[src/hdl/ijn_pkg.sv]
// Shared types for the IRC JOIN/NICK name extractor.
// Used by every module of the block; depends on nothing.
package ijn_pkg;

   typedef struct packed {
      logic [7:0] data_byte;
      logic       from_responder;
      logic       segment_end;
   } req_word_type;

   typedef struct packed {
      logic       name_kind;
      logic [7:0] name_byte;
      logic       last_of_name;
   } rsp_word_type;

   // Up to two result words produced by the parser for one input word.
   typedef struct packed {
      logic [1:0]   count;
      rsp_word_type first;
      rsp_word_type second;
   } push_type;

   typedef struct packed {
      logic         valid;
      rsp_word_type word;
   } head_type;

endpackage

[src/hdl/irc_join_nick_extractor.sv]
// Top level of the IRC JOIN/NICK name extractor.
// Instantiates ijn_front, ijn_queue and ijn_back; depends on ijn_pkg.
//
// The block takes one client-to-server payload word per clock while req_stall is
// low and gives out the channel names of JOIN lines and the nicknames of NICK
// lines, one byte per result word, with the final byte of each name flagged. The
// parser accepts a word in every cycle in which its four-entry result queue has at
// least two free places, so req_stall rises only when the rsp side has been stalled
// for a while. Results reach rsp via the queue and the registered output stage.
module irc_join_nick_extractor (
   input  logic                  clock,
   input  logic                  reset,
   input  logic                  req_valid,
   output logic                  req_stall,
   input  ijn_pkg::req_word_type req_data,
   output logic                  rsp_valid,
   input  logic                  rsp_stall,
   output ijn_pkg::rsp_word_type rsp_data
);
   import ijn_pkg::*;

   push_type push;
   head_type head;
   logic     room;
   logic     pop;
   logic     fire;

   assign req_stall = !room;
   assign fire      = req_valid && room;

   ijn_front u_front (
      .clock    (clock),
      .reset    (reset),
      .fire     (fire),
      .req_data (req_data),
      .push     (push)
   );

   ijn_queue u_queue (
      .clock (clock),
      .reset (reset),
      .push  (push),
      .pop   (pop),
      .head  (head),
      .room  (room)
   );

   ijn_back u_back (
      .clock     (clock),
      .reset     (reset),
      .head      (head),
      .pop       (pop),
      .rsp_valid (rsp_valid),
      .rsp_stall (rsp_stall),
      .rsp_data  (rsp_data)
   );

endmodule

[src/hdl/ijn_front.sv]
// Parser front end: classifies each input byte and produces result words.
// Depends on ijn_pkg.
module ijn_front (
   input  logic                 clock,
   input  logic                 reset,
   input  logic                 fire,
   input  ijn_pkg::req_word_type req_data,
   output ijn_pkg::push_type    push
);
   import ijn_pkg::*;

   localparam logic [1:0] PH_LINE  = 2'd0;
   localparam logic [1:0] PH_MATCH = 2'd1;
   localparam logic [1:0] PH_NAME  = 2'd2;
   localparam logic [1:0] PH_SKIP  = 2'd3;

   localparam logic [7:0] CHAR_LF    = 8'h0A;
   localparam logic [7:0] CHAR_CR    = 8'h0D;
   localparam logic [7:0] CHAR_SPACE = 8'h20;
   localparam logic [7:0] CHAR_NUL   = 8'h00;
   localparam logic [2:0] PREFIX_LEN  = 3'd5;
   localparam logic [2:0] PREFIX_LAST = 3'd4;
   localparam logic       KIND_CHANNEL = 1'b0;
   localparam logic       KIND_NICK    = 1'b1;

   function automatic logic [7:0] prefix_char(input logic kind, input logic [2:0] pos);
      logic [7:0] c;
      unique case ({kind, pos})
         {KIND_CHANNEL, 3'd0}: c = "J";
         {KIND_CHANNEL, 3'd1}: c = "O";
         {KIND_CHANNEL, 3'd2}: c = "I";
         {KIND_CHANNEL, 3'd3}: c = "N";
         {KIND_CHANNEL, 3'd4}: c = CHAR_SPACE;
         {KIND_NICK, 3'd0}:    c = "N";
         {KIND_NICK, 3'd1}:    c = "I";
         {KIND_NICK, 3'd2}:    c = "C";
         {KIND_NICK, 3'd3}:    c = "K";
         {KIND_NICK, 3'd4}:    c = CHAR_SPACE;
         default:              c = CHAR_NUL;
      endcase
      return c;
   endfunction

   logic [1:0] phase_ff, phase_in;
   logic [2:0] pos_ff, pos_in;
   logic       kind_ff, kind_in;
   logic [7:0] held_byte_ff, held_byte_in;
   logic       held_valid_ff, held_valid_in;

   logic [7:0] b;
   logic       is_lf;
   logic       is_term;
   logic       seg;

   assign b       = req_data.data_byte;
   assign seg     = req_data.segment_end;
   assign is_lf   = (b == CHAR_LF);
   assign is_term = is_lf || (b == CHAR_CR) || (b == CHAR_SPACE);

   always_comb begin
      phase_in      = phase_ff;
      pos_in        = pos_ff;
      kind_in       = kind_ff;
      held_byte_in  = held_byte_ff;
      held_valid_in = held_valid_ff;
      push          = '0;
      if (fire && !req_data.from_responder) begin
         unique case (phase_ff)
            PH_SKIP: begin
               if (is_lf) begin
                  phase_in = PH_LINE;
               end
            end
            PH_NAME: begin
               if (is_term) begin
                  if (held_valid_ff) begin
                     push.count = 2'd1;
                     push.first = '{kind_ff, held_byte_ff, 1'b1};
                  end
                  held_valid_in = 1'b0;
                  phase_in      = is_lf ? PH_LINE : PH_SKIP;
               end else begin
                  if (held_valid_ff) begin
                     push.first = '{kind_ff, held_byte_ff, 1'b0};
                     if (seg) begin
                        push.count  = 2'd2;
                        push.second = '{kind_ff, b, 1'b1};
                     end else begin
                        push.count = 2'd1;
                     end
                  end else if (seg) begin
                     push.count = 2'd1;
                     push.first = '{kind_ff, b, 1'b1};
                  end
                  held_byte_in  = b;
                  held_valid_in = !seg;
               end
            end
            PH_MATCH: begin
               if ((pos_ff < PREFIX_LEN) && (prefix_char(kind_ff, pos_ff) == b)) begin
                  pos_in = pos_ff + 3'd1;
                  if (pos_ff == PREFIX_LAST) begin
                     held_valid_in = 1'b0;
                     phase_in      = PH_NAME;
                  end
               end else begin
                  pos_in   = 3'd0;
                  phase_in = is_lf ? PH_LINE : PH_SKIP;
               end
            end
            PH_LINE: begin
               if (b == CHAR_NUL) begin
                  phase_in = PH_LINE;
               end else if (b == prefix_char(KIND_CHANNEL, 3'd0)) begin
                  kind_in  = KIND_CHANNEL;
                  pos_in   = 3'd1;
                  phase_in = PH_MATCH;
               end else if (b == prefix_char(KIND_NICK, 3'd0)) begin
                  kind_in  = KIND_NICK;
                  pos_in   = 3'd1;
                  phase_in = PH_MATCH;
               end else begin
                  pos_in   = 3'd0;
                  phase_in = is_lf ? PH_LINE : PH_SKIP;
               end
            end
         endcase
         // A segment end closes everything except a line skip.
         if (seg && (phase_ff != PH_SKIP)) begin
            held_valid_in = 1'b0;
            pos_in        = 3'd0;
            phase_in      = PH_LINE;
         end
      end
   end

   always_ff @(posedge clock) begin
      if (reset) begin
         phase_ff      <= PH_LINE;
         pos_ff        <= 3'd0;
         kind_ff       <= KIND_CHANNEL;
         held_valid_ff <= 1'b0;
      end else begin
         phase_ff      <= phase_in;
         pos_ff        <= pos_in;
         kind_ff       <= kind_in;
         held_valid_ff <= held_valid_in;
      end
   end

   always_ff @(posedge clock) begin
      held_byte_ff <= held_byte_in;
   end

endmodule

[src/hdl/ijn_queue.sv]
// Four-entry result queue between parser and output stage; takes up to two words a cycle while it has room.
// Depends on ijn_pkg.
module ijn_queue (
   input  logic              clock,
   input  logic              reset,
   input  ijn_pkg::push_type push,
   input  logic              pop,
   output ijn_pkg::head_type head,
   output logic              room
);
   import ijn_pkg::*;

   localparam int QUEUE_DEPTH = 4;
   localparam int IDX_W       = $clog2(QUEUE_DEPTH);
   localparam int CNT_W       = $clog2(QUEUE_DEPTH + 1);

   rsp_word_type     entry_ff [QUEUE_DEPTH];
   logic [IDX_W-1:0] wr_ptr_ff, wr_ptr_in;
   logic [IDX_W-1:0] wr_ptr_next;
   logic [IDX_W-1:0] rd_ptr_ff, rd_ptr_in;
   logic [CNT_W-1:0] count_ff, count_in;

   assign wr_ptr_next = wr_ptr_ff + IDX_W'(1);
   assign wr_ptr_in   = wr_ptr_ff + IDX_W'(push.count);
   assign rd_ptr_in   = rd_ptr_ff + IDX_W'(pop);
   assign count_in    = count_ff + CNT_W'(push.count) - CNT_W'(pop);

   assign head.valid = (count_ff != '0);
   assign head.word  = entry_ff[rd_ptr_ff];
   assign room       = (count_ff <= CNT_W'(QUEUE_DEPTH - 2));

   always_ff @(posedge clock) begin
      if (reset) begin
         wr_ptr_ff <= '0;
         rd_ptr_ff <= '0;
         count_ff  <= '0;
      end else begin
         wr_ptr_ff <= wr_ptr_in;
         rd_ptr_ff <= rd_ptr_in;
         count_ff  <= count_in;
      end
   end

   always_ff @(posedge clock) begin
      if (push.count != 2'd0) begin
         entry_ff[wr_ptr_ff] <= push.first;
      end
      if (push.count == 2'd2) begin
         entry_ff[wr_ptr_next] <= push.second;
      end
   end

endmodule

[src/hdl/ijn_back.sv]
// Output stage: holds one result word on the rsp channel and drains the queue.
// Depends on ijn_pkg.
module ijn_back (
   input  logic                  clock,
   input  logic                  reset,
   input  ijn_pkg::head_type     head,
   output logic                  pop,
   output logic                  rsp_valid,
   input  logic                  rsp_stall,
   output ijn_pkg::rsp_word_type rsp_data
);
   import ijn_pkg::*;

   logic         rsp_valid_ff, rsp_valid_in;
   rsp_word_type rsp_data_ff, rsp_data_in;
   logic         load;

   assign load         = !rsp_valid_ff || !rsp_stall;
   assign pop          = load && head.valid;
   assign rsp_valid_in = load ? head.valid : rsp_valid_ff;
   assign rsp_data_in  = pop ? head.word : rsp_data_ff;

   assign rsp_valid = rsp_valid_ff;
   assign rsp_data  = rsp_data_ff;

   always_ff @(posedge clock) begin
      if (reset) begin
         rsp_valid_ff <= 1'b0;
      end else begin
         rsp_valid_ff <= rsp_valid_in;
      end
   end

   always_ff @(posedge clock) begin
      rsp_data_ff <= rsp_data_in;
   end

endmodule

[config.mk]
export PLATFORM = sky130hd
export DESIGN_NAME = irc_join_nick_extractor
export DESIGN_NICKNAME = d
export VERILOG_FILES = /design/src/hdl/ijn_pkg.sv /design/src/hdl/irc_join_nick_extractor.sv /design/src/hdl/ijn_front.sv /design/src/hdl/ijn_queue.sv /design/src/hdl/ijn_back.sv
export SDC_FILE = /design/constraint.sdc
export NUM_CORES = 1
export LEC_CHECK = 0
export ABC_AREA = 1
export BUFFER_PORTS_ARGS = -buffer_cell sky130_fd_sc_hd__buf_2
export CELL_PAD_IN_SITES_DETAIL_PLACEMENT = 1
export CELL_PAD_IN_SITES_GLOBAL_PLACEMENT = 1
export CORE_ASPECT_RATIO = 0.9
export CORE_UTILIZATION = 47
export DETAILED_ROUTE_END_ITERATION = 16
export PLACE_DENSITY_LB_ADDON = 0.12
export SYNTH_ARGS = -nofsm -noshare
export SYNTH_HDL_FRONTEND = slang
export SYNTH_HIERARCHICAL = 1
export SYNTH_SLANG_ARGS = --single-unit
export TNS_END_PERCENT = 30
[constraint.sdc]
create_clock -name clock -period 4.85 [get_ports clock]
set_clock_uncertainty 0.15 [all_clocks]
set_input_delay 1.455 -clock clock [delete_from_list [all_inputs] [get_ports clock]]
set_output_delay 1.455 -clock clock [all_outputs]
set_load 0.1 [all_outputs]
# Yosys cells after proc, flatten, opt, wreduce, memory -nomap -nowiden
# Memory sizes are Yosys's and may differ from the RTL's. A register that Yosys moved wholly into a read port is not among the register bits.
# Index checks and enable logic that the tools add are counted.
[word_totals]
out_inout_bits = 12
ff_bits = 23
mem_bits_ro = 96
inputBits = 14
n_memories = 2
mem_bits_rw = 40
latch_bits = 0
[memory_table]
columns = ["name", "words", "width", "read_ports", "rd_ports_with_merged_regs", "write_ports", "line_no", "rtl"]
rows = [
  ["(no name shown)", 16, 6, 1, 0, 0, "ijn_front.sv:28", "unique case ({kind, pos})"],
  ["u_queue.entry_ff", 4, 10, 1, 1, 2, "ijn_queue.sv:17", "rsp_word_type entry_ff [QUEUE_DEPTH];"],
]
[classes]
n_shift = 0
order_cmp = 2
bitwise_logic = 2
addsub = 6
mul = 0
div_mod_pow = 0
eq_ne = 18
muxes = 39
reduce_logical = 25
[op_table]
columns = ["cell", "count"]
rows = [
  ["$mux W22", 2],
  ["$mux W10", 3],
  ["$mux W12", 2],
  ["$mux W11", 2],
  ["$mux W2", 10],
  ["$eq A8 B4 Y1 const B", 2],
  ["$eq A8 B7 Y1 const B", 2],
  ["$mux W8", 2],
  ["$mux W3", 4],
  ["$ne A3 B1 Y1 const B", 4],
  ["$reduce_and A4 Y1", 3],
  ["$mux W1", 11],
  ["$reduce_bool A3 Y1", 3],
  ["$eq A8 B6 Y1 const B", 1],
  ["$eq A8 B8 Y1", 1],
  ["$logic_not A8 Y1", 1],
  ["$pmux W2 S4", 1],
  ["$eq A2 B2 Y1 const B", 3],
  ["$pmux W3 S2", 1],
  ["$reduce_and A3 Y1", 2],
  ["$logic_and A1 B1 Y1", 5],
  ["$logic_not A1 Y1", 5],
  ["$ne A4 B4 Y1 const B", 1],
  ["$reduce_bool A2 Y1", 2],
  ["other kinds (16)", 19],
]

# Logic depth before layout (Yosys ltp)
# Gate-level depths: netlist of run 1.
[logic_depth]
depth_word = 9
ltp_mapped = 16
ltp_nobuf = 15

# Hierarchy
# Netlist of run 1, hierarchy kept.
[modules_own_cells]
columns = ["mod", "area_each_um2", "cells_each", "seq_area_each_um2", "instances"]
rows = [
  ["ijn_queue", 2606.2, 277, 1341.3, 1],
  ["ijn_front", 1343.8, 213, 380.4, 1],
  ["ijn_back", 341.6, 15, 320.3, 1],
  ["irc_join_nick_extractor", 11.3, 3, 0.0, 1],
]

# Least setup slack after synthesis of run 1
# Ideal clock, no wire load.
[synth_path]
path_kind = "in2reg"
from = "in req_valid"
to = "mem u_queue/entry_ff[0][0] in the netlist's numbering, enable pin"
stages = 10
setup_slack_ns = 0.727
t_required_ns = 4.306
setup_time_ns = 0.394
arrival_ns = 3.579
cell_sequence = "nand2_1 -> inv_1 -> inv_1 -> nor2_1 -> inv_1 -> nor2_4 -> nand2_1 -> a22oi_1 -> nor2_1 -> o31ai_1"
[synth_rtl]
columns = ["element", "line_no", "rtl"]
rows = [
  ["start: declaration", "irc_join_nick_extractor.sv:13", "input logic req_valid,"],
  ["end: declaration", "ijn_queue.sv:17", ""],
]

==> results_dict.tcl, run 1 <==
set metrics [dict create \
    status "finished clean" \
    async_flop_share_pct 0 \
    final_cells 660 \
    worst_path_largest_cell_delay_ns 0.48 \
    path_cells "buf_2 > nand2_1 > inv_1 > inv_1 > nor2_1 > inv_1 > nor2_4 > nand2_1 > a22oi_1 > nor2_4 > nand2_2 > o31ai_1 > buf_4" \
    ys_seq_area_share_pct 47.5 \
    r2r_cells 13 \
    place_inst 644 \
    area_growth_pct 9.31 \
    wl_mm 10.9 \
    fin_area_sq_um 4700 \
    hpwl_mm 8.21 \
    worst_r2r_startpoint "u_queue/count_ff[2]$_SDFF_PP0_" \
    vias_per_cell 5.29 \
    arrival_ns 3.92 \
    timing.final.crit_share_pct 81.9 \
    slew_viol_final 0 \
    hp-start "u_back/rsp_valid$_SDFFE_PP0P_" \
    powerDensity_nw_per_um2 422 \
    hold_class "reg -> reg" \
    max-slew-margin-rel_pct 12.6 \
    critical-path-top-delay-family "simple AND/OR/NAND/NOR gates" \
    final_nets 563 \
    r2r_end "u_queue/entry_ff[2][7]$_DFFE_PP_" \
    yosysMostFrequentCell "nand2_1" \
    gp_congestion 0.841 \
    portBuffers 25 \
    detail-route-antenna-nets 0 \
    clk_path_buf_depth 2 \
    start_util_pct 49.3 \
    path_buf_inv 5 \
    yosys_most_used_dff "edfxtp_1" \
    start_kind "input port" \
    holdPathStages 2 \
    crit_top_cell "inv_1" \
    worst_slew_pin_slew_ns 1.31 \
    syn-cell-area_sq_um 4300 \
    clock-root-buffer "clkbuf_8" \
    r2r_slack_ns 1.43 \
    wl_per_cell_um 16.5 \
    setup_viol 0 \
    overflow 0 \
    num_rows 32 \
    maxCapViolations 0 \
    ys_warn_count 6 \
    avgSynthCellArea_sq_um 8.47 \
    postCtsHoldBufs 0 \
    synth_cell_types 37 \
    syn-num-nets 535 \
    drtIter0Drc 177 \
    critPathSlowestCell "a22oi_1" \
    gr-usage-all-layers_pct 24.9 \
    die-area_sq_um 9540 \
    hold_end "u_back/rsp_valid$_SDFFE_PP0P_" \
    min_period_ns 3.97 \
    grt_max_degree 42 \
    finalSetupTns_ns 0 \
    cts_resized 0 \
    rsz0062_at_grt "false" \
    dieWidth_um 103 \
    ys_ff_latch 73 \
    cp_max_fo 21 \
    synth_common_cells "128 x nand2_1, 72 x inv_1, 58 x edfxtp_1, 42 x nor2_1, 31 x o21ai_2" \
    synthCells 508 \
    grt_pass1_vias 3555 \
    synth_top_area_cell "edfxtp_1" \
    ctsHtreeMaxLevel 3 \
    placed_area_sq_um 4510 \
    drc 0 \
    antenna_cells 0 \
    antenna_found_initial 0 \
    synth_area_leaders "edfxtp_1 40%, nand2_1 11%, dfxtp_1 7.0%, o21ai_2 6.3%, inv_1 6.3%" \
    synth_edf_count 58 \
    insertion_delay_ns 0.36 \
    clkTransAtPathRegs_ns 0.09 \
    netlist.area_leader.share_pct 40.5 \
    grt_pass1_wl_mm 17.6 \
    cts_tree "built" \
    die_h_um 92.8 \
    firstDrtPassIters 4 \
    core_area_sq_um 8730 \
    critical_path_class "in -> reg" \
    final_hold_viol_count 0 \
    ir_drop_v 0.000367 \
    post_cts_buffers 0 \
    max_freq_ghz 0.252 \
    numCtsBuffers 9 \
    final_layout_size_suffix_gt1_share_pct 19.6 \
    leakage_uw 0.00181 \
    cts.sinks 73 \
    critPathRequiredTime_ns 4.80 \
    cp-end-kind "flop" \
    via_count 3492 \
    io_pins 26 \
]
-- layout by cell type (no fill, tap or decap), types with 12 or more instances in the layout --
| master | instances |
|---|---|
| inv_1 | 72 |
| o21ai_0 | 16 |
| edfxtp_1 | 58 |
| a21oi_1 | 22 |
| o21ai_2 | 31 |
| nand2_1 | 128 |
| ha_1 | 12 |
| buf_2 | 25 |
| nor2_1 | 42 |
| nand3_1 | 21 |
| dfxtp_1 | 15 |
-- final cells by class --
cell class,count,area (sq um)
Clock buffer,11,153
Clock inverter,5,36.3
Fill cell,1117,4030
Inverter,79,297
Multi-Input combinational cell,339,1830
Sequential cell,73,2040
Tap cell,119,149
Timing Repair Buffer,34,193
-- worst max path at each step --
stage	cells after the start	slack, ns	endpoint	startpoint
2_1_floorplan	10	0.73	u_queue/entry_ff[0][0]$_DFFE_PP_	req_valid
3_3_place_gp	13	0.69	u_queue/entry_ff[2][4]$_DFFE_PP_	req_valid
3_5_place_dp	13	0.50	u_queue/entry_ff[2][4]$_DFFE_PP_	req_valid
4_1_cts	13	0.89	u_queue/entry_ff[2][8]$_DFFE_PP_	req_valid
5_1_grt	13	0.58	u_queue/entry_ff[2][7]$_DFFE_PP_	req_valid
6_report	13	0.88	u_queue/entry_ff[2][7]$_DFFE_PP_	req_valid
-- power by group --
group / internal, uW / switching (uW)
logic: 138 / 547
registers: 757 / 79.5
clock network: 219 / 243
-- registers in the layout (all words and copies together), names as in the netlist --
name,flops
u_back/rsp_data,10
u_back/rsp_valid,1
u_front/held_byte_ff,8
u_front/held_valid_ff,1
u_front/kind_ff,1
u_front/phase_ff,2
u_front/pos_ff,3
u_queue/count_ff,3
u_queue/entry_ff,40
u_queue/rd_ptr_ff,2
u_queue/wr_ptr_ff,2
-- worst reg2reg max path: stages, from the launching register on --
cell	delay (ns)
dfxtp_1	0.35
a21oi_1	0.23
nand2_1	0.08
inv_1	0.06
inv_1	0.03
nor2_1	0.28
inv_1	0.20
nor2_4	0.27
nand2_1	0.14
a22oi_1	0.48
nor2_4	0.12
nand2_2	0.40
o31ai_1	0.15
buf_4	0.22
-- stage by stage --
step	hold slack [ns]	utilization [%]	setup slack [ns]	total power, uW
6_report	0.347	53.9	0.880	1980
4_1_cts	0.347	53.9	0.889	2000
3_3_place_gp	0.313	51.7	0.692	1510
2_1_floorplan	0.326	-	0.727	1400
5_1_grt	0.370	53.9	0.577	2090
3_5_place_dp	0.333	51.7	0.503	1540
-- cell families (layout without fill, tap and decap cells) --
kind of cell,after synthesis,count (layout),share of synthesized area (%)
and+or+nand+nor,217,217,21.5
DFF,73,73,47.5
adders and majority gates,13,13,3.95
buffers and inverters,96,129,9.94
AOI/OAI and AO/OA,108,108,17.0
xor gates and xnor gates,1,1,0.204
-- layer usage --
layer  vias to the layer above  share of wire (%)  track usage, %
met4                         0                1.0            7.04
met1                      1664                 45            32.7
li1                       1742                  -               -
met3                        10                4.8            4.08
met5                         -                  0               0
met2                        76                 50            42.3
Power figures use the tool's default switching activity.
==> run 2, diff against run 1 <==
--- a/config.mk
+++ b/config.mk
@@ -10,7 +10,7 @@
 export CELL_PAD_IN_SITES_DETAIL_PLACEMENT = 1
 export CELL_PAD_IN_SITES_GLOBAL_PLACEMENT = 1
 export CORE_ASPECT_RATIO = 0.9
-export CORE_UTILIZATION = 47
+export CORE_UTILIZATION = 42
 export DETAILED_ROUTE_END_ITERATION = 16
 export PLACE_DENSITY_LB_ADDON = 0.12
 export SYNTH_ARGS = -nofsm -noshare
==> constraint.sdc (replaced) <==
create_clock -name clock -period 3.21 [get_ports clock]
set_clock_uncertainty 0.15 [all_clocks]
set_input_delay 0.963 -clock clock [delete_from_list [all_inputs] [get_ports clock]]
set_output_delay 0.963 -clock clock [all_outputs]
set_load 0.1 [all_outputs]
==> results_dict.tcl, run 2 (synthesized netlist as in run 1, its figures left out) <==
set metrics [dict create \
    max-slew-margin-rel_pct 46.5 \
    insertion_delay_ns 0.33 \
    largest_register_ffs 40 \
    postCtsHoldBufs 0 \
    cts.sinks 73 \
    powerDensity_nw_per_um2 649 \
    fin_area_sq_um 5060 \
    critPathSlowestCell "fa_1" \
    via_count 3553 \
    status "finished clean" \
    area_growth_pct 17.6 \
    final_hold_viol_count 0 \
    placed_area_sq_um 4770 \
    antenna_found_initial 0 \
    final_layout_size_suffix_gt1_share_pct 23.9 \
    drtIter0Drc 182 \
    slew_viol_final 0 \
    max_freq_ghz 0.347 \
    numCtsBuffers 9 \
    detail-route-antenna-nets 0 \
    hpwl_mm 8.35 \
    top_register "u_queue/entry_ff" \
    arrival_ns 2.99 \
    critPathRequiredTime_ns 3.33 \
    final_cell_mix "128 x nand2_1, 72 x inv_1, 58 x edfxtp_1" \
    rsz0062_at_grt "false" \
    num_rows 34 \
    path_buf_inv 3 \
    wl_mm 11.2 \
    start_util_pct 43.8 \
    clkTransAtPathRegs_ns 0.06 \
    gr-usage-all-layers_pct 23.4 \
    overflow 0 \
    grt_max_degree 42 \
    antenna_cells 0 \
    hold_class "reg -> reg" \
    timing.final.crit_share_pct 89.7 \
    vias_per_cell 5.13 \
    dieWidth_um 109 \
    min_period_ns 2.88 \
    portBuffers 25 \
    wl_per_cell_um 16.2 \
    worst_path_largest_cell_delay_ns 0.39 \
    grt_pass1_wl_mm 18.8 \
    path_cells "buf_2 > nand2_1 > inv_1 > nand2_1 > nor2_2 > nor2_1 > and2_4 > nand2_4 > nor2_1 > inv_2 > ha_1 > fa_1 > nand3b_1 > a21oi_1" \
    die_h_um 98.0 \
    finalSetupTns_ns 0 \
    cts_resized 0 \
    post_cts_buffers 0 \
    layout_commonest_cell "nand2_1" \
    final_core_util_pct 51.5 \
    clk_path_buf_depth 2 \
    start_kind "input port" \
    cp-end-kind "flop" \
    io_pins 26 \
    worst_slew_pin_slew_ns 0.801 \
    drc 0 \
    core_area_sq_um 9830 \
    grt_pass1_vias 3725 \
    critical-path-top-delay-family "simple AND/OR/NAND/NOR gates" \
    critical_path_class "in -> reg" \
    setup_viol 0 \
    firstDrtPassIters 4 \
    final_nets 588 \
    cp_max_fo 6 \
    clock-root-buffer "clkbuf_16" \
    gp_congestion 0.809 \
    total_power_uw 3280 \
    hold_ws_ns 0.323 \
    maxCapViolations 0 \
    die-area_sq_um 10700 \
    leakage_uw 0.00200 \
    ir_drop_v 0.000709 \
    ctsHtreeMaxLevel 3 \
    cts_tree "built" \
]
-- run 2: tightest hold or removal path: stages (launching register included) --
cell     delay [ns]
dfxtp_1        0.32
nand2_1        0.07
a21oi_2        0.04
-- run 2: metal layers --
| layer | share of wire, % | vias up | track usage [%] |
|---|---|---|---|
| met4 | 0.89 | 0 | 6.76 |
| met3 | 2.2 | 5 | 3.07 |
| met2 | 50 | 40 | 39.8 |
| met5 | 0 | - | 0 |
| met1 | 47 | 1717 | 31.0 |
| li1 | - | 1791 | - |
-- run 2: stage by stage --
stage          std cells  setup slack [ns]
3_5_place_dp         676           0.00431
4_1_cts              692             0.331
6_report             692             0.332
5_1_grt              692             0.141
3_3_place_gp         676            0.0721
2_1_floorplan        508            -0.155
-- run 2: final cells by class --
cell class	instances	area, sq um
fillers	1184	4770
flip-flops and latches	73	2040
multi-input cells	339	1850
repair buffers	59	430
inverters	79	297
clock buffers	9	225
well taps	126	158
clock inverters	7	60.1
-- run 2: path summary, 6_finish.rpt --
check                                endpoint                            from  slack [ns]  cells past startpoint
min             u_back/rsp_valid$_SDFFE_PP0P_   u_back/rsp_valid$_SDFFE_PP0P_        0.32                      2
max            u_queue/count_ff[2]$_SDFF_PP0_                     req_data[3]        0.33                     14
min reg2reg     u_back/rsp_valid$_SDFFE_PP0P_   u_back/rsp_valid$_SDFFE_PP0P_        0.32                      2
max reg2reg  u_queue/entry_ff[2][8]$_DFFE_PP_  u_queue/count_ff[2]$_SDFF_PP0_        0.62                     13
-- run 2: power breakdown --
| part | total [uW] | switching (uW) | internal [uW] | leakage (uW) |
|---|---|---|---|---|
| logic | 1110 | 881 | 228 | 0.00122 |
| registers | 1210 | 61.8 | 1140 | 0.000655 |
| clock network | 967 | 430 | 537 | 0.000131 |
| total | 3280 | 1370 | 1910 | 0.00200 |
